[config.mk]
export PLATFORM = sky130hd
export DESIGN_NAME = midi_message_merge_reassembler
export DESIGN_NICKNAME = d
export VERILOG_FILES = /design/src/mmmr_pkg.sv /design/src/mmmr_ram.sv /design/src/mmmr_step.sv /design/src/midi_message_merge_reassembler.sv
export SDC_FILE = /design/constraint.sdc
export NUM_CORES = 1
export LEC_CHECK = 0
export BUFFER_PORTS_ARGS = -buffer_cell sky130_fd_sc_hd__buf_2
export CAP_MARGIN = 10
export CORE_ASPECT_RATIO = 1.5
export CORE_MARGIN = 2
export CORE_UTILIZATION = 62
export DETAILED_ROUTE_END_ITERATION = 7
export PLACE_DENSITY = 0.85
export RECOVER_POWER = 50
export REMOVE_ABC_BUFFERS = 1
export SETUP_SLACK_MARGIN = 0.3
export SKIP_LAST_GASP = 1
export SYNTH_ARGS = -nofsm -noshare
export SYNTH_HDL_FRONTEND = slang
export SYNTH_HIERARCHICAL = 1
export SYNTH_SLANG_ARGS = --single-unit
[constraint.sdc]
create_clock -name clk -period 5 [get_ports clk]
set_clock_uncertainty 0.1 [all_clocks]
set_input_delay 0.25 -clock clk [delete_from_list [all_inputs] [get_ports clk]]
set_output_delay 0.25 -clock clk [all_outputs]
set_load 0.01 [all_outputs]
[src/mmmr_pkg.sv]
package mmmr_pkg;

    localparam int NUM_SOURCES = 4;
    localparam int SRC_W       = 2;
    localparam int MASK_W      = 4;
    localparam int MAX_BEATS   = 3;

    localparam logic [7:0] STATUS_BIT   = 8'h80;
    localparam logic [7:0] SYSEX_START  = 8'hF0;
    localparam logic [7:0] MTC_QFRAME   = 8'hF1;
    localparam logic [7:0] SONG_POS     = 8'hF2;
    localparam logic [7:0] SONG_SELECT  = 8'hF3;
    localparam logic [7:0] SYSEX_END    = 8'hF7;
    localparam logic [7:0] MIDI_CLOCK   = 8'hF8;
    localparam logic [3:0] HI_SYSTEM    = 4'hF;
    localparam logic [3:0] HI_PROG_CHG  = 4'hC;
    localparam logic [3:0] HI_CHAN_PRES = 4'hD;

    typedef struct packed {
        logic [7:0] run_status;
        logic       common_flag;
        logic [1:0] param_count;
        logic [1:0] param_pos;
        logic [6:0] first_param;
        logic       sysex_flag;
    } src_state_t;

    localparam int STATE_W = $bits(src_state_t);

    typedef struct packed {
        logic [MAX_BEATS-1:0][7:0] bytes;
        logic [1:0]                last_pos;
        logic                      byte_valid;
        logic                      sysex;
    } beat_group_t;

endpackage

[src/mmmr_ram.sv]
module mmmr_ram #(
    parameter int WIDTH = 8,
    parameter int DEPTH = 4
) (
    input  logic                                   clk,
    input  logic                                   we,
    input  logic [(DEPTH > 1 ? $clog2(DEPTH) : 1)-1:0] waddr,
    input  logic [WIDTH-1:0]                       wdata,
    input  logic                                   re,
    input  logic [(DEPTH > 1 ? $clog2(DEPTH) : 1)-1:0] raddr,
    output logic [WIDTH-1:0]                       rdata
);

    logic [WIDTH-1:0] mem [DEPTH];

    always_ff @(posedge clk)
    begin
        if (we)
        begin
            mem[waddr] <= wdata;
        end
        if (re)
        begin
            rdata <= mem[raddr];
        end
    end

endmodule

[src/mmmr_step.sv]
module mmmr_step (
    input  logic [7:0]              data_byte,
    input  mmmr_pkg::src_state_t    cur_state,
    input  logic                    drop_clock,
    input  logic [7:0]              merged_rs,
    output mmmr_pkg::src_state_t    new_state,
    output logic [7:0]              new_merged_rs,
    output mmmr_pkg::beat_group_t   group
);

    always_comb
    begin
        logic [mmmr_pkg::MAX_BEATS-1:0][7:0] b;
        logic [1:0] n;
        logic [1:0] idx;
        logic       sx;
        mmmr_pkg::src_state_t st;
        logic [7:0] mrs;

        b   = '0;
        n   = 2'd0;
        st  = cur_state;
        mrs = merged_rs;
        sx  = cur_state.sysex_flag;
        idx = 2'd0;

        if (data_byte >= mmmr_pkg::MIDI_CLOCK)
        begin
            if (!(data_byte == mmmr_pkg::MIDI_CLOCK && drop_clock))
            begin
                b[0] = data_byte;
                n    = 2'd1;
            end
        end
        else if ((data_byte & mmmr_pkg::STATUS_BIT) != 8'd0)
        begin
            st.param_pos   = 2'd0;
            st.common_flag = 1'b0;
            st.sysex_flag  = 1'b0;
            if (data_byte[7:4] == mmmr_pkg::HI_SYSTEM)
            begin
                if (data_byte == mmmr_pkg::MTC_QFRAME || data_byte == mmmr_pkg::SONG_SELECT
                    || data_byte == mmmr_pkg::SONG_POS)
                begin
                    st.run_status  = data_byte;
                    st.common_flag = 1'b1;
                    st.param_count = (data_byte == mmmr_pkg::SONG_POS) ? 2'd2 : 2'd1;
                end
                else
                begin
                    st.sysex_flag = (data_byte == mmmr_pkg::SYSEX_START);
                    st.run_status = 8'd0;
                    mrs           = 8'd0;
                    b[0]          = data_byte;
                    n             = 2'd1;
                end
            end
            else
            begin
                st.run_status  = data_byte;
                st.param_count = (data_byte[7:4] == mmmr_pkg::HI_PROG_CHG
                                  || data_byte[7:4] == mmmr_pkg::HI_CHAN_PRES) ? 2'd1 : 2'd2;
            end
            sx = st.sysex_flag;
        end
        else if (cur_state.sysex_flag)
        begin
            b[0] = data_byte;
            n    = 2'd1;
            sx   = 1'b1;
        end
        else if (cur_state.run_status != 8'd0)
        begin
            if (cur_state.param_pos == 2'd0)
            begin
                st.first_param = data_byte[6:0];
            end
            idx          = cur_state.param_pos + 2'd1;
            st.param_pos = idx;
            if (idx >= cur_state.param_count)
            begin
                if (cur_state.run_status != merged_rs)
                begin
                    b[n] = cur_state.run_status;
                    n    = n + 2'd1;
                    mrs  = cur_state.run_status;
                end
                if (cur_state.param_count > 2'd0)
                begin
                    b[n] = {1'b0, st.first_param};
                    n    = n + 2'd1;
                end
                if (cur_state.param_count > 2'd1 && n < 2'(mmmr_pkg::MAX_BEATS))
                begin
                    b[n] = data_byte;
                    n    = n + 2'd1;
                end
                st.param_pos = 2'd0;
                if (cur_state.common_flag)
                begin
                    st.common_flag = 1'b0;
                    st.run_status  = 8'd0;
                    mrs            = 8'd0;
                end
            end
        end

        new_state        = st;
        new_merged_rs    = mrs;
        group.bytes      = b;
        group.byte_valid = (n != 2'd0);
        group.last_pos   = (n == 2'd0) ? 2'd0 : n - 2'd1;
        group.sysex      = sx;
    end

endmodule

[src/midi_message_merge_reassembler.sv]
// Merges tagged MIDI bytes from up to four sources into one stream with running status.
// Each input beat gives one to three output beats: the status byte (only when it differs
// from the output running status), then the parameters; a beat with tuser[0] low is an
// empty result. The per-source state sits in a four-entry RAM read on acceptance and
// written back when the beat is processed, with forwarding when the next beat, taken in
// that same cycle, shares its source. An accepted input beat is registered in a holding
// stage, then processed into the output group register that sends its output beats. The
// single-byte output port sets the rate: an input beat waits in the holding stage while
// the result ahead of it drains, so while the stage is full a new input beat is taken only
// as the held beat moves on, when that result's last beat is accepted; output stalls delay it.
// The clock drop mask is written on the cfg channel.
module midi_message_merge_reassembler (
    input  logic        clk,
    input  logic        rst_n,
    input  logic        s_axis_tvalid,
    output logic        s_axis_tready,
    input  logic [7:0]  s_axis_tdata,   // [7:0] data_byte
    input  logic [1:0]  s_axis_tuser,   // [1:0] source
    output logic        m_axis_tvalid,
    input  logic        m_axis_tready,
    output logic [7:0]  m_axis_tdata,   // [7:0] out_byte
    output logic        m_axis_tlast,
    output logic [1:0]  m_axis_tuser,   // [0] byte_valid, [1] source_in_sysex
    input  logic        cfg_valid,
    output logic        cfg_ready,
    input  logic [3:0]  cfg_data
);

    logic [mmmr_pkg::MASK_W-1:0]      drop_mask_reg;
    logic [mmmr_pkg::NUM_SOURCES-1:0] ent_valid_reg;
    logic                             s1_valid_reg;
    logic [mmmr_pkg::SRC_W-1:0]       s1_src_reg;
    logic [7:0]                       s1_byte_reg;
    logic                             s1_fwd_reg;
    mmmr_pkg::src_state_t             fwd_data_reg;
    logic [7:0]                       merged_rs_reg;
    mmmr_pkg::beat_group_t            grp_reg;
    logic                             grp_valid_reg;
    logic [1:0]                       pos_reg;

    logic                             in_fire;
    logic                             out_fire;
    logic                             grp_load;
    logic                             s1_proc;
    logic [mmmr_pkg::STATE_W-1:0]     ram_rdata;
    mmmr_pkg::src_state_t             cur_state;
    mmmr_pkg::src_state_t             new_state;
    logic [7:0]                       merged_rs_next;
    mmmr_pkg::beat_group_t            grp_next;

    assign cfg_ready     = 1'b1;
    assign in_fire       = s_axis_tvalid && s_axis_tready;
    assign out_fire      = m_axis_tvalid && m_axis_tready;
    assign grp_load      = !grp_valid_reg || (m_axis_tready && m_axis_tlast);
    assign s1_proc       = s1_valid_reg && grp_load;
    assign s_axis_tready = !s1_valid_reg || s1_proc;

    assign m_axis_tvalid = grp_valid_reg;
    assign m_axis_tdata  = grp_reg.bytes[pos_reg];
    assign m_axis_tlast  = (pos_reg == grp_reg.last_pos);
    assign m_axis_tuser  = {grp_reg.sysex, grp_reg.byte_valid};

    mmmr_ram #(
        .WIDTH (mmmr_pkg::STATE_W),
        .DEPTH (mmmr_pkg::NUM_SOURCES)
    ) u_state_ram (
        .clk   (clk),
        .we    (s1_proc),
        .waddr (s1_src_reg),
        .wdata (new_state),
        .re    (in_fire),
        .raddr (s_axis_tuser),
        .rdata (ram_rdata)
    );

    always_comb
    begin
        if (s1_fwd_reg)
        begin
            cur_state = fwd_data_reg;
        end
        else if (ent_valid_reg[s1_src_reg])
        begin
            cur_state = mmmr_pkg::src_state_t'(ram_rdata);
        end
        else
        begin
            cur_state = '0;
        end
    end

    mmmr_step u_step (
        .data_byte     (s1_byte_reg),
        .cur_state     (cur_state),
        .drop_clock    (drop_mask_reg[s1_src_reg]),
        .merged_rs     (merged_rs_reg),
        .new_state     (new_state),
        .new_merged_rs (merged_rs_next),
        .group         (grp_next)
    );

    always_ff @(posedge clk or negedge rst_n)
    begin
        if (!rst_n)
        begin
            drop_mask_reg <= 4'd14;
            ent_valid_reg <= '0;
            s1_valid_reg  <= 1'b0;
            s1_fwd_reg    <= 1'b0;
            merged_rs_reg <= 8'd0;
            grp_valid_reg <= 1'b0;
            pos_reg       <= 2'd0;
        end
        else
        begin
            if (cfg_valid && cfg_ready)
            begin
                drop_mask_reg <= cfg_data;
            end
            if (in_fire)
            begin
                s1_valid_reg <= 1'b1;
                s1_fwd_reg   <= s1_proc && (s1_src_reg == s_axis_tuser);
            end
            else if (s1_proc)
            begin
                s1_valid_reg <= 1'b0;
            end
            if (s1_proc)
            begin
                ent_valid_reg[s1_src_reg] <= 1'b1;
                merged_rs_reg             <= merged_rs_next;
                grp_valid_reg             <= 1'b1;
                pos_reg                   <= 2'd0;
            end
            else if (out_fire)
            begin
                if (m_axis_tlast)
                begin
                    grp_valid_reg <= 1'b0;
                end
                else
                begin
                    pos_reg <= pos_reg + 2'd1;
                end
            end
        end
    end

    // payload: hold the beat, the state copy and the output group, no reset
    always_ff @(posedge clk)
    begin
        if (in_fire)
        begin
            s1_src_reg  <= s_axis_tuser;
            s1_byte_reg <= s_axis_tdata;
        end
        if (s1_proc)
        begin
            fwd_data_reg <= new_state;
            grp_reg      <= grp_next;
        end
    end

endmodule

; Yosys cells after proc, flatten, opt, wreduce, memory -nomap -nowiden
; Memories as Yosys holds them, arrays and structs flattened. A register that Yosys moved wholly into a read port is not among the register bits.
; Cells that the tools add are included.
[totals]
out_inout_bits = 14
register_bits = 80
inputBits = 19
ram_bits = 84
elab_cells = 195
n_memories = 1
[op_classes]
magnitude_cmp = 12
mux = 106
n_eq_ne = 15
n_bitwise = 4
n_addsub = 5
n_reduce_logical = 31
[mem_list]
columns = name, depth, word_bits, read_ports, rd_ports_with_merged_regs, write_ports, line
row1 = u_state_ram.mem, 4, 21, 1, 1, 1, mmmr_ram.sv:14  ; logic [WIDTH-1:0] mem [DEPTH];
[ops]
columns = cell, count
row1 = two-way mux 8 bit, 27
row2 = two-way mux 24 bit, 7
row3 = two-way mux 21 bit, 3
row4 = two-way mux 9 bit, 7
row5 = two-way mux 2 bit, 27
row6 = bitwise mux 24 bit, 2
row7 = two-way mux 7 bit, 6
row8 = "== test 8 bit, second input constant", 5
row9 = demux 8 bit (select 2 bit), 2
row10 = two-way mux 1 bit, 20
row11 = binary-select mux 8 bit (select 2 bit), 1
row12 = "== test 4 bit, second input constant", 3
row13 = "< comparator 2 x 3 -> 1 bit, second input constant", 4
row14 = nonzero test 2 bit, 6
row15 = logical AND 1 bit, 10
row16 = "adder 2 x 1 -> 2 bit, second input constant", 4
row17 = "greater-or-equal comparator 8 bit, second input constant", 1
row18 = != test 8 bit, 1
row19 = AND reduction 8 bit, 1
row20 = nonzero test 8 bit, 1
row21 = "greater-or-equal comparator 2 x 1 -> 1 bit, second input constant", 3
row22 = logical OR 1 bit, 5
row23 = OR reduction 5 bit, 1
row24 = binary-select mux 1 bit (select 2 bit), 2
row25 = 15 further kinds, 24

; Logic depth before layout (Yosys ltp)
; Gate-level depths: netlist of run 1.
[depth]
word_depth = 29
ltp_mapped = 14
ltp_nobuf = 12

; Modules after synthesis
; Netlist of run 1, hierarchy kept.
[by_module_without_submodules]
columns = module, instances, cells_each, area_each_um2, seq_area_each_um2
row1 = mmmr_ram, 1, 134, 3693.5, 3153.0
row2 = midi_message_merge_reassembler, 1, 234, 3243.1, 2301.0
row3 = mmmr_step, 1, 220, 1572.8, 0.0

; Worst setup path before layout of run 1
; OpenSTA, ideal clock, no wires.
[synth_path]
path_type = register to register
from = register s1_src_reg[0] in the netlist's numbering
to = register grp_reg[10] in the netlist's numbering, data pin
required_ns = 4.635
setup_slack_ns = 1.234
period_less_slack_ns = 3.766
path_stages_with_launch = 15
n_path_buf = 2
setup_time_ns = 0.265
arrival_ns = 3.401
cell_sequence = edfxtp_1 > buf_2 > mux4_2 > buf_2 > nand2_1 > o21ai_1 > xnor2_1 > and4_1 > nand2_4 > ha_1 > nand2_1 > and3_1 > a311oi_2 > nor2_1 > or3_1
[synth_lines]
columns = element, line
row1 = start: declaration, midi_message_merge_reassembler.sv:32  ; logic [mmmr_pkg::SRC_W-1:0] s1_src_reg;
row2 = start signal: assignment, midi_message_merge_reassembler.sv:155  ; s1_src_reg <= s_axis_tuser;
row3 = end signal: assignment, midi_message_merge_reassembler.sv:161  ; grp_reg <= grp_next;
row4 = end: declaration, midi_message_merge_reassembler.sv:37  ; mmmr_pkg::beat_group_t grp_reg;

==> qor.yml, run 1 <==
status:
  outcome: "finished, violations left"
  violations: "capacitance limit, slew limit"
power_and_ir_drop:
  peakVddDrop_mv: 0.337
  power_density_nw_per_um2: 658
  p_leak_nw: 3.28
final_layout:
  final_common_cell: "edfxtp_1"
  insertedDiodeCount: 0
  largest_register_ffs: 84
  synthToLayoutAreaGrowth_pct: 10.7
  layout_common_cells: "edfxtp_1 (164), nand2_1 (70), o21ai_1 (28)"
  final_design_area_no_fill_um2: 9420
  finalNonFillerCells: 797
  final_layout_size_suffix_gt1_share_pct: 18.3
  finalNetCount: 646
timing:
  finalHoldViolations: 0
  timing.fmax_mhz: 229
  report.final.slew_viol_count: 57
  rsz_0062_raised_after_global_routing: "false"
  tightest_slew_ns: 2.97
  fin_setup_tns_ns: 0
  period_minus_ws_final_ns: 4.37
  max_slew_margin_pct: -98.6
  setup_violations: 0
  period_share_pct: 87.4
global_routing:
  grt.overflow.total: 0
  overall_track_demand_over_capacity_in_global_routing_pct: 26.1
  antenna_found_initial: 0
  grt_first_pass_wirelength_um: 28500
  grt_max_degree: 58
  first_global_vias: 5158
clock_network:
  tritoncts: "done"
  cts_post_setup_buffers_inserted: 0
  post_cts_hold_buffer_count: 14
  tritoncts.num_buffers: 17
  cts_resized: 0
  clk_root_buffer_cell: "clkbuf_16"
  clock_path_buffers: 2
  clkTransAtPathRegs_ns: 0.08
  clkLatencyLatePin_ns: 0.43
  clkSinkCount: 185
  cts.htree.levels: 4
place:
  numPlacedInstances: 751
  placement.cell_area_um2: 8720
  port-buffer-count: 31
  finalWeightedCongestion: 1.03
  dp_hpwl_um: 12600
hold_path:
  hold_class: "input pin to flip-flop"
  hold-path-endpoint: "drop_mask_reg[2]"
  worst_hold_startpoint: "cfg_valid"
  hold-path-cell-count: 2
logic_synthesis:
  synth.cell_area_um2: 8510
  seq_area_frac_synth_pct: 64.1
  number_of_synthesized_flops_with_an_enable_pin: 164
  netlist_instances: 588
  synth_warnings: 6
  ys_types: 75
  synth-main-ff-cell: "edfxtp_1"
  postSynthRegisterBits: 185
  synth.avg_cell_area_um2: 14.5
  postSynth.asyncResetShare_pct: 11.4
floorplanning:
  fp.dieArea_um2: 14700
  design.core.area_um2: 13500
  boundaryPins: 33
  floorplan.initialDensity_pct: 63.2
  fp.dieW_um: 99.7
  floorplan.die.height_um: 147
  floorplan.rows: 52
route:
  finalWirelength_um: 18600
  postRouteAntennaNets: 0
  post_drt_via_cell_ratio: 6.43
  routedWlPerCell_um: 23.3
  vias: 5128
  detailedRoute.firstIterationViolations: 462
  drt_first_pass_iters: 5
  drt_drc_violations_left: 0
run:
  max_cap_viols: 2
worst_setup_path:
  worst_path_max_delay_cell: "mux4_2"
  worstPathCellList: "mux4_2 > nand2_1 > o21ai_1 > xnor2_1 > and4_1 > nand2_4 > ha_1 > nand2_1 > and3_1 > a311oi_2 > nor2_1 > or3_1"
  worst-setup-path-type: "flip-flop to flip-flop"
  critical_path_peak_fanout: 21
  timing.rr.end: "grp_reg[9]"
  crit_required_ns: 5.08
  critPathArrivalTime_ns: 4.45
  crit-reg2reg-launch: "s1_src_reg[0]"
  reg2reg_setup_slack_ns: 0.63
  worst_path_dominant_cell_family: "simple AND/OR/NAND/NOR gates"
  critPathBufInv: 0
  worstRegToRegCells: 12
  slowest_delay_ns: 0.69
  critical_path.startpoint_type: "flip-flop"
  crit_top_cell: "nand2_1"
  cp-end-kind: "flip-flop"
synth_stat cells (4+ instances only):
cell	count	share of area [%]
a22oi_1	5	0.44
or3_1	4	0.29
o21ai_1	33	1.9
inv_1	15	0.66
nand2_1	70	3.1
a21oi_1	9	0.53
dfrtp_1	18	5.3
nand4_1	9	0.66
mux4_2	22	5.8
clkbuf_1	16	0.71
nor2_1	17	0.75
ha_1	5	0.74
a32o_1	12	1.4
mux2_1	8	1.1
buf_4	6	0.53
buf_2	9	0.53
nand2b_1	6	0.44
buf_6	4	0.53
a22o_1	4	0.41
mux2i_1	14	1.6
and2_1	7	0.51
nor2b_1	4	0.29
xnor2_1	10	1.0
a31o_1	4	0.41
mux2_2	16	2.1
edfxtp_1	164	58
o21ai_0	19	1.1
worst reg2reg max path: stages (launching register included):
cell and delay (ns):
edfxtp_1 0.57, mux4_2 0.69, nand2_1 0.11, o21ai_1 0.51
xnor2_1 0.21, and4_1 0.36, nand2_4 0.10, ha_1 0.40
nand2_1 0.10, and3_1 0.22, a311oi_2 0.35, nor2_1 0.08
or3_1 0.32
where the power goes:
group          switching, mW  internal [mW]
registers              0.223           2.33
clock network          0.667          0.684
logic                   1.54          0.757
total                   2.43           3.77
per-layer routing:
layer | global-route usage (%) | vias up | share of wire, %
met5 | 0 | - | 0
met4 | 12.1 | 0 | 3.8
met3 | 4.35 | 45 | 3.8
met2 | 44.5 | 165 | 53
met1 | 32.7 | 2591 | 40
li1 | - | 2327 | -
stage by stage:
step | utilization [%] | total power [mW] | hold WS (ns) | setup slack [ns]
floorplan | - | 4.09 | -0.146 | 0.304
global placement | 64.8 | 4.78 | 0.131 | 0.812
detailed placement | 64.8 | 4.87 | 0.147 | 0.642
CTS | 70.4 | 6.23 | 0.0128 | 0.637
global route | 70.0 | 6.50 | 0.0243 | 0.319
finish | 70.0 | 6.20 | 0.0262 | 0.630
layout make-up:
type,count,area [µm²]
inverters,16,60.1
clock inverters,15,190
well taps,162,203
fillers,929,4050
clock buffers,17,425
flip-flops and latches,185,5450
multi-input cells,351,2770
repair buffers,51,319
cells by family after synthesis:
family | count (synthesis) | synth area share, %
DFF | 185 | 64.1
and+or+nand+nor | 150 | 9.41
AOI/OAI and AO/OA | 120 | 10.2
muxes | 61 | 11.0
buffers and inverters | 53 | 3.10
xor gates and xnor gates | 12 | 1.41
adders and majority gates | 5 | 0.735
other | 2 | 0.0883
worst max-delay path by stage:
| stage | from | end | slack, ns | depth (start not counted) |
|---|---|---|---|---|
| 6_report | s1_src_reg[0] | grp_reg[9] | 0.63 | 12 |
| 5_1_grt | s1_src_reg[0] | grp_reg[9] | 0.32 | 12 |
| 4_1_cts | s1_src_reg[0] | grp_reg[9] | 0.64 | 12 |
| 3_5_place_dp | s1_src_reg[0] | grp_reg[9] | 0.64 | 12 |
| 3_3_place_gp | s1_src_reg[0] | grp_reg[8] | 0.81 | 12 |
| 2_1_floorplan | pos_reg[1] | u_state_ram/mem[0][0] | 0.30 | 3 |
(Power assumes the default switching activity.)
==> inputs of run 2 (changes only) <==
==> constraint.sdc (replaced) <==
create_clock -name clk -period 5 [get_ports clk]
set_clock_uncertainty 0.1 [all_clocks]
set_input_delay 1.25 -clock clk [delete_from_list [all_inputs] [get_ports clk]]
set_output_delay 1.25 -clock clk [all_outputs]
set_load 0.01 [all_outputs]
==> run 2 against run 1 <==
  * The run still ends with capacitance limit, slew limit left
  * Clock-buffer cell count did not move
  * Global-route usage fell by 0.15 points
  * Power rose by 0.19%
  * Setup slack got worse by 0.11 ns
  * Routed wire length fell by 1.1%
  * Design area fell by 1.5%
  * Largest cell class unchanged
  * Critical path type unchanged
  * Sequential cell count did not move
  * Sequential share of layout area rose by 0.88 points
  * Non-clock buffer count fell by 14
==> qor.yml, run 2 (synthesized netlist as in run 1, its figures left out) <==
status:
  outcome: "finished, violations left"
  violations: "capacitance limit, slew limit"
worst_setup_path:
  crit_required_ns: 4.97  # -0.11 ns
  critical_path.startpoint_type: "flip-flop"
  cp-end-kind: "flip-flop"
  critPathArrivalTime_ns: 4.46  # about the same
  worst-setup-path-type: "flip-flop to flip-flop"
  critical_path_peak_fanout: 21  # unchanged
timing:
  finalHoldViolations: 0  # unchanged
  setup_violations: 0  # unchanged
  worst_hold_slack_ns: 0.363  # +0.337 ns
  rsz_0062_raised_after_global_routing: "false"
  report.final.slew_viol_count: 69  # +21%
  tightest_slew_ns: 2.86  # -0.117 ns
  max_slew_margin_pct: -90.8  # +7.8 points
  period_minus_ws_final_ns: 4.48  # +0.114 ns
  period_share_pct: 89.7  # +2.3 points
  timing.fmax_mhz: 223  # -2.5%
  worst_slack_ns: 0.515  # -0.114 ns
route:
  routedWlPerCell_um: 23.4  # +0.71%
  postRouteAntennaNets: 0  # unchanged
  finalWirelength_um: 18400  # -1.1%
  post_drt_via_cell_ratio: 6.41  # -0.34%
  detailedRoute.firstIterationViolations: 402  # -13%
  drt_drc_violations_left: 0  # unchanged
  vias: 5021  # -2.1%
  drt_first_pass_iters: 7  # +2
global_routing:
  overall_track_demand_over_capacity_in_global_routing_pct: 25.9  # -0.15 points
  antenna_found_initial: 0  # unchanged
  grt_max_degree: 57  # -1.7%
  grt.overflow.total: 0  # unchanged
  first_global_vias: 5060  # -1.9%
  grt_first_pass_wirelength_um: 28300  # -0.73%
place:
  port-buffer-count: 31  # unchanged
  dp_hpwl_um: 12800  # +1.1%
  numPlacedInstances: 751  # unchanged
  finalWeightedCongestion: 1.03  # -0.21%
  placement.cell_area_um2: 8720  # unchanged
  dpl_worst_slack_ns: 0.701  # +0.0587 ns
power_and_ir_drop:
  power_density_nw_per_um2: 669  # +1.7%
  p_leak_nw: 3.25  # -1.1%
  peakVddDrop_mv: 0.399  # +18%
clock_network:
  clkLatencyLatePin_ns: 0.43  # about the same
  clkTransAtPathRegs_ns: 0.08  # about the same
  post_cts_hold_buffer_count: 0  # -14
  tritoncts.num_buffers: 17  # unchanged
  cts.htree.levels: 4  # unchanged
  clkSinkCount: 185  # unchanged
  tritoncts: "done"
  cts_resized: 0  # unchanged
  clock_path_buffers: 2  # unchanged
  cts_post_setup_buffers_inserted: 0  # unchanged
  clk_root_buffer_cell: "clkbuf_16"
final_layout:
  ff_latch_area_um2: 5450  # unchanged
  synthToLayoutAreaGrowth_pct: 9.06
  finalNonFillerCells: 783  # -1.8%
  num-fill-cells: 915  # -1.5%
  insertedDiodeCount: 0  # unchanged
  finish.utilization_pct: 68.9  # -1.0 points
  layout_common_cells: "edfxtp_1 (164), nand2_1 (70), o21ai_1 (29)"
  final_design_area_no_fill_um2: 9280  # -1.5%
  final_common_cell: "edfxtp_1"
  largest_register_ffs: 84  # unchanged
  finalNetCount: 632  # -2.2%
  final_layout_size_suffix_gt1_share_pct: 19.6  # +1.4 points
  multiInputGateArea_um2: 2770  # -0.18%
floorplanning:
  floorplan.die.height_um: 147  # unchanged
  floorplan.rows: 52  # unchanged
  fp.dieArea_um2: 14700  # unchanged
  fp.dieW_um: 99.7  # unchanged
  boundaryPins: 33  # unchanged
  floorplan.initialDensity_pct: 63.2  # unchanged
  design.core.area_um2: 13500  # unchanged
run:
  max_cap_viols: 3  # +1
hold_path:
  hold_class: "flip-flop to flip-flop"
run 2: cell count changes in the layout (fill, tap and decap cells not counted), moves of 2 or more:
cell	change
clkbuf_1	-8
buf_4	-2
inv_8	+3
clkinv_8	-2
buf_2	+10
inv_6	-2
dlygate4sd3_1	-14
run 2: final timing paths:
kind                       cells after the start  slack [ns]                to             start
min in group asynchronous                      1        0.94        s1_fwd_reg             rst_n
max in group asynchronous                      1        3.16        pos_reg[1]             rst_n
setup reg to reg                               9        0.52  fwd_data_reg[17]     s1_src_reg[0]
hold / removal                                 1        0.36  ent_valid_reg[2]  ent_valid_reg[2]
setup / recovery                               9        0.52  fwd_data_reg[17]     s1_src_reg[0]
hold reg to reg                                1        0.36  ent_valid_reg[2]  ent_valid_reg[2]
run 2: power by group:
part,leakage [nW],total (mW),internal [mW],switching (mW)
clock network,0.298,1.35,0.688,0.666
registers,1.76,2.56,2.33,0.225
logic,1.19,2.30,0.761,1.54
run 2: area by class of cell:
class / instances / area share [%]
clock buffer: 17 / 4.58
sequential: 185 / 58.8
clock inverter: 15 / 2.04
inverter: 16 / 0.647
multi-input combinational: 351 / 29.8
timing repair buffer: 37 / 1.98
tap: 162 / 2.18
run 2: layer usage:
| metal | wire length, µm | GRT usage [%] | vias to the layer above |
|---|---|---|---|
| li1 | - | - | 2297 |
| met4 | 710 | 12.2 | 0 |
| met1 | 7270 | 33.0 | 2485 |
| met5 | 0 | 0 | - |
| met3 | 874 | 4.02 | 43 |
| met2 | 9510 | 43.8 | 196 |
run 2: critical path: stages, from the launching register on:
cell,delay (ns)
edfxtp_1,0.57
mux4_2,0.69
nand2_1,0.09
o21ai_0,0.65
inv_1,0.20
ha_1,0.37
a21o_1,0.39
a22oi_1,0.15
nor2_1,0.49
o21ai_0,0.42
run 2: stage by stage:
step / power [mW] / setup TNS, ns
global placement: 4.78 / 0
global route: 6.51 / 0
finish: 6.21 / 0
detailed placement: 4.87 / 0
floorplan: 4.09 / -2.28
CTS: 6.23 / 0
==> inputs of run 3 (changes only) <==
Settings changed: CORE_UTILIZATION 62 to 66, PLACE_DENSITY 0.85 to 0.89, SYNTH_HIERARCHICAL 1 to unset.
Clock period 5 ns to 5.5 ns, I/O delays scaled along.
==> run 3 against run 2 <==
  * The run still ends with capacitance limit, slew limit left
  * Clock-buffer cell count is 2 higher
  * Sequential cell count down 1
  * First-iteration DRC count up 85%
  * Die area is 9.5% lower
  * Clock power fell by 13%
  * Via count rose by 2.4%
  * Sequential power shrank 7%
  * Critical endpoint is now grp_reg[7]
==> qor.yml, run 3 <==
status:
  outcome: "finished, violations left"
  violations: "capacitance limit, slew limit"
hold_path:
  hold_class: "flip-flop to flip-flop"
  worst_hold_startpoint: "merged_rs_reg[4]"
route:
  postRouteAntennaNets: 0  # unchanged
  post_drt_via_cell_ratio: 6.77  # +5.6%
  detailedRoute.firstIterationViolations: 745  # +85%
  routedWlPerCell_um: 24.4  # +4.1%
  finalWirelength_um: 18600  # +1.1%
  drt_drc_violations_left: 0  # unchanged
  vias: 5144  # +2.4%
  drt_first_pass_iters: 7  # unchanged
floorplanning:
  floorplan.die.height_um: 140  # -4.9%
  fp.dieArea_um2: 13300  # -9.5%
  design.core.area_um2: 12000  # -11%
  boundaryPins: 33  # unchanged
  floorplan.rows: 49  # -5.8%
  fp.dieW_um: 94.8  # -4.8%
  floorplan.initialDensity_pct: 68.0  # +4.8 points
clock_network:
  cts_post_setup_buffers_inserted: 0  # unchanged
  clkSinkCount: 184  # -0.54%
  tritoncts: "done"
  clk_root_buffer_cell: "clkbuf_16"
  post_cts_hold_buffer_count: 0  # unchanged
  clock_path_buffers: 2  # unchanged
  clkTransAtPathRegs_ns: 0.07  # about the same
  cts_resized: 0  # unchanged
  cts.htree.levels: 4  # unchanged
  clkLatencyLatePin_ns: 0.43  # about the same
  tritoncts.num_buffers: 17  # unchanged
timing:
  period_share_pct: 88.3  # -1.4 points
  tightest_slew_ns: 2.02  # -0.837 ns
  max_slew_margin_pct: -34.6  # +56 points
  finalHoldViolations: 0  # unchanged
  setup_violations: 0  # unchanged
  period_minus_ws_final_ns: 4.85  # +0.369 ns
  report.final.slew_viol_count: 57  # -17%
  fin_setup_tns_ns: 0  # unchanged
  timing.fmax_mhz: 206  # -7.6%
  worst_slack_ns: 0.646  # +0.131 ns
  rsz_0062_raised_after_global_routing: "false"
power_and_ir_drop:
  seq_power_share_pct: 43.3  # +2.1 points
  comb_power_share_pct: 35.4  # -1.6 points
  peakVddDrop_mv: 0.373  # -6.4%
  p_clk_share_pct: 21.3  # -0.5 points
  power.internal_mw: 3.42  # -9.4%
  power_density_nw_per_um2: 613  # -8.3%
  p_leak_nw: 3.10  # -4.6%
  power.net_switching_mw: 2.09  # -14%
  power.share.switching_pct: 37.9  # -1.2 points
global_routing:
  grt_max_degree: 50  # -12%
  overall_track_demand_over_capacity_in_global_routing_pct: 29.9  # +3.9 points
  first_global_vias: 5070  # +0.20%
  grt.overflow.total: 0  # unchanged
  grt_first_pass_wirelength_um: 28500  # +0.73%
  antenna_found_initial: 0  # unchanged
worst_setup_path:
  crit_path_start: "s1_src_reg[1]"
  critPathArrivalTime_ns: 4.98  # +0.52 ns
  cp-end-kind: "flip-flop"
  critical_path_peak_fanout: 18  # -14%
  worst-setup-path-type: "flip-flop to flip-flop"
  crit_required_ns: 5.63  # +0.66 ns
  crit-reg2reg-launch: "s1_src_reg[1]"
  critical_path.startpoint_type: "flip-flop"
logic_synthesis:
  synthMuxAreaShare_pct: 9.48  # -1.5 points
  yosys.area_share.adder_pct: 0.919  # +0.18 points
  synth_top_cells_by_area: "edfxtp_1 (60%), mux4_2 (6.3%), dfrtp_1 (5.5%)"
  synth.most_common_cell: "edfxtp_1"
  postSynthRegisterBits: 184  # -0.54%
  synthXorXnorAreaFrac_pct: 1.29  # -0.13 points
  synth_top_cells_by_count: "edfxtp_1 (163), nand2_1 (52), nor2_1 (34), o21ai_0 (33), mux4_2 (23)"
  synth.cell_area_um2: 8170  # -4.0%
  synth_warnings: 0  # -6
  ys_types: 60  # -20%
  seq_area_frac_synth_pct: 66.4  # +2.3 points
  synth-compound-area-share_pct: 9.07  # -1.1 points
  synth.avg_cell_area_um2: 14.4  # -0.43%
  synth_top_cell_by_area: "edfxtp_1"
  synth_largest_type_area_fraction_pct: 59.9  # +2.0 points
  netlist_instances: 567  # -3.6%
  postSynth.asyncResetShare_pct: 11.4  # +0.062 points
  number_of_synthesized_flops_with_an_enable_pin: 163  # -0.61%
  post_synth_and_or_nand_nor_area_fraction_pct: 10.6  # +1.1 points
  synth_top_family_by_area: "simple AND/OR/NAND/NOR gates"
  synth-main-ff-cell: "edfxtp_1"
place:
  port-buffer-count: 31  # unchanged
  dp_hpwl_um: 12500  # -2.3%
  finalWeightedCongestion: 0.936  # -9.4%
  dpl_worst_slack_ns: 0.799  # +0.0978 ns
final_layout:
  synthToLayoutAreaGrowth_pct: 10.1
  finalNetCount: 619  # -2.1%
  largest_register_ffs: 84  # unchanged
  final_common_cell: "edfxtp_1"
  layout_common_cells: "edfxtp_1 (163), nand2_1 (52), nor2_1 (33), o21ai_0 (33), mux4_2 (23)"
  num-fill-cells: 747  # -18%
  final_layout_size_suffix_gt1_share_pct: 16.8  # -2.8 points
  insertedDiodeCount: 0  # unchanged
run:
  max_cap_viols: 2  # -1
[run 3: logic make-up (layout without fill, tap and decap cells)]
group,after synthesis,in the layout
multiplexers,47,47
XOR/XNOR,12,12
AO/OA/AOI/OAI,107,107
adder cells (fa/ha/maj),6,6
AND/OR/NAND/NOR,167,167
other,2,3
buffers and inverters,42,81
flip-flops,184,184
[run 3: final cells by class]
| type | count | area [µm²] | area share, % |
|---|---|---|---|
| Clock inverter | 13 | 135 | 1.50 |
| Clock buffer | 19 | 433 | 4.81 |
| Multi-Input combinational cell | 342 | 2580 | 28.6 |
| Sequential cell | 184 | 5420 | 60.3 |
| Tap cell | 153 | 191 | 2.13 |
| Inverter | 9 | 33.8 | 0.376 |
| Timing Repair Buffer | 40 | 199 | 2.21 |
[run 3: worst paths after layout]
path	cells after the start	to	slack [ns]
worst min-delay path	1	merged_rs_reg[4]	0.42
min in group asynchronous	1	ent_valid_reg[0]	1.06
worst max register to register	12	grp_reg[7]	0.65
max in group asynchronous	1	merged_rs_reg[0]	3.54
worst min register to register	1	merged_rs_reg[4]	0.42
worst max-delay path	12	grp_reg[7]	0.65
[run 3: metal layers]
layer	global-route usage [%]	up-vias	share of wire, %
met2	51.9	289	54
li1	-	2255	-
met1	37.5	2543	37
met5	0	-	0
met3	5.43	57	5.7
met4	10.4	0	3.1
[run 3: metrics by stage]
stage / instances / area, µm² / hold WS, ns / total power, mW / util, %
after global placement: 728 / 8450 / 0.393 / 4.19 / 70.3
after CTS: 760 / 9020 / 0.417 / 5.49 / 75.1
after detailed placement: 728 / 8450 / 0.393 / 4.30 / 70.3
final: 760 / 8990 / 0.417 / 5.51 / 74.8
after floorplan: 535 / 8030 / 0.375 / 3.62 / -
after global routing: 760 / 8990 / 0.424 / 5.79 / 74.8
[run 3: worst max-delay path, cell delays in order, from the launching register on]
cell and delay [ns]:
edfxtp_1 0.67, mux2_4 0.38, a222oi_1 0.90, xnor2_1 0.20, nor2_1 0.10, nand4_2 0.09
buf_4 0.22, clkinv_1 0.30, ha_1 0.30, nand3_1 0.12, nand3_1 0.44, or4_1 0.70
o311ai_1 0.13
[run 3: power by group through the flow]
stage               registers [mW]  clock network (mW)  logic [mW]
global route                  2.42                1.24        2.13
global placement              2.37                   0        1.81
detailed placement            2.40                   0        1.91
finish                        2.39                1.17        1.95
floorplan                     2.32                   0        1.30
CTS                           2.37                1.19        1.93
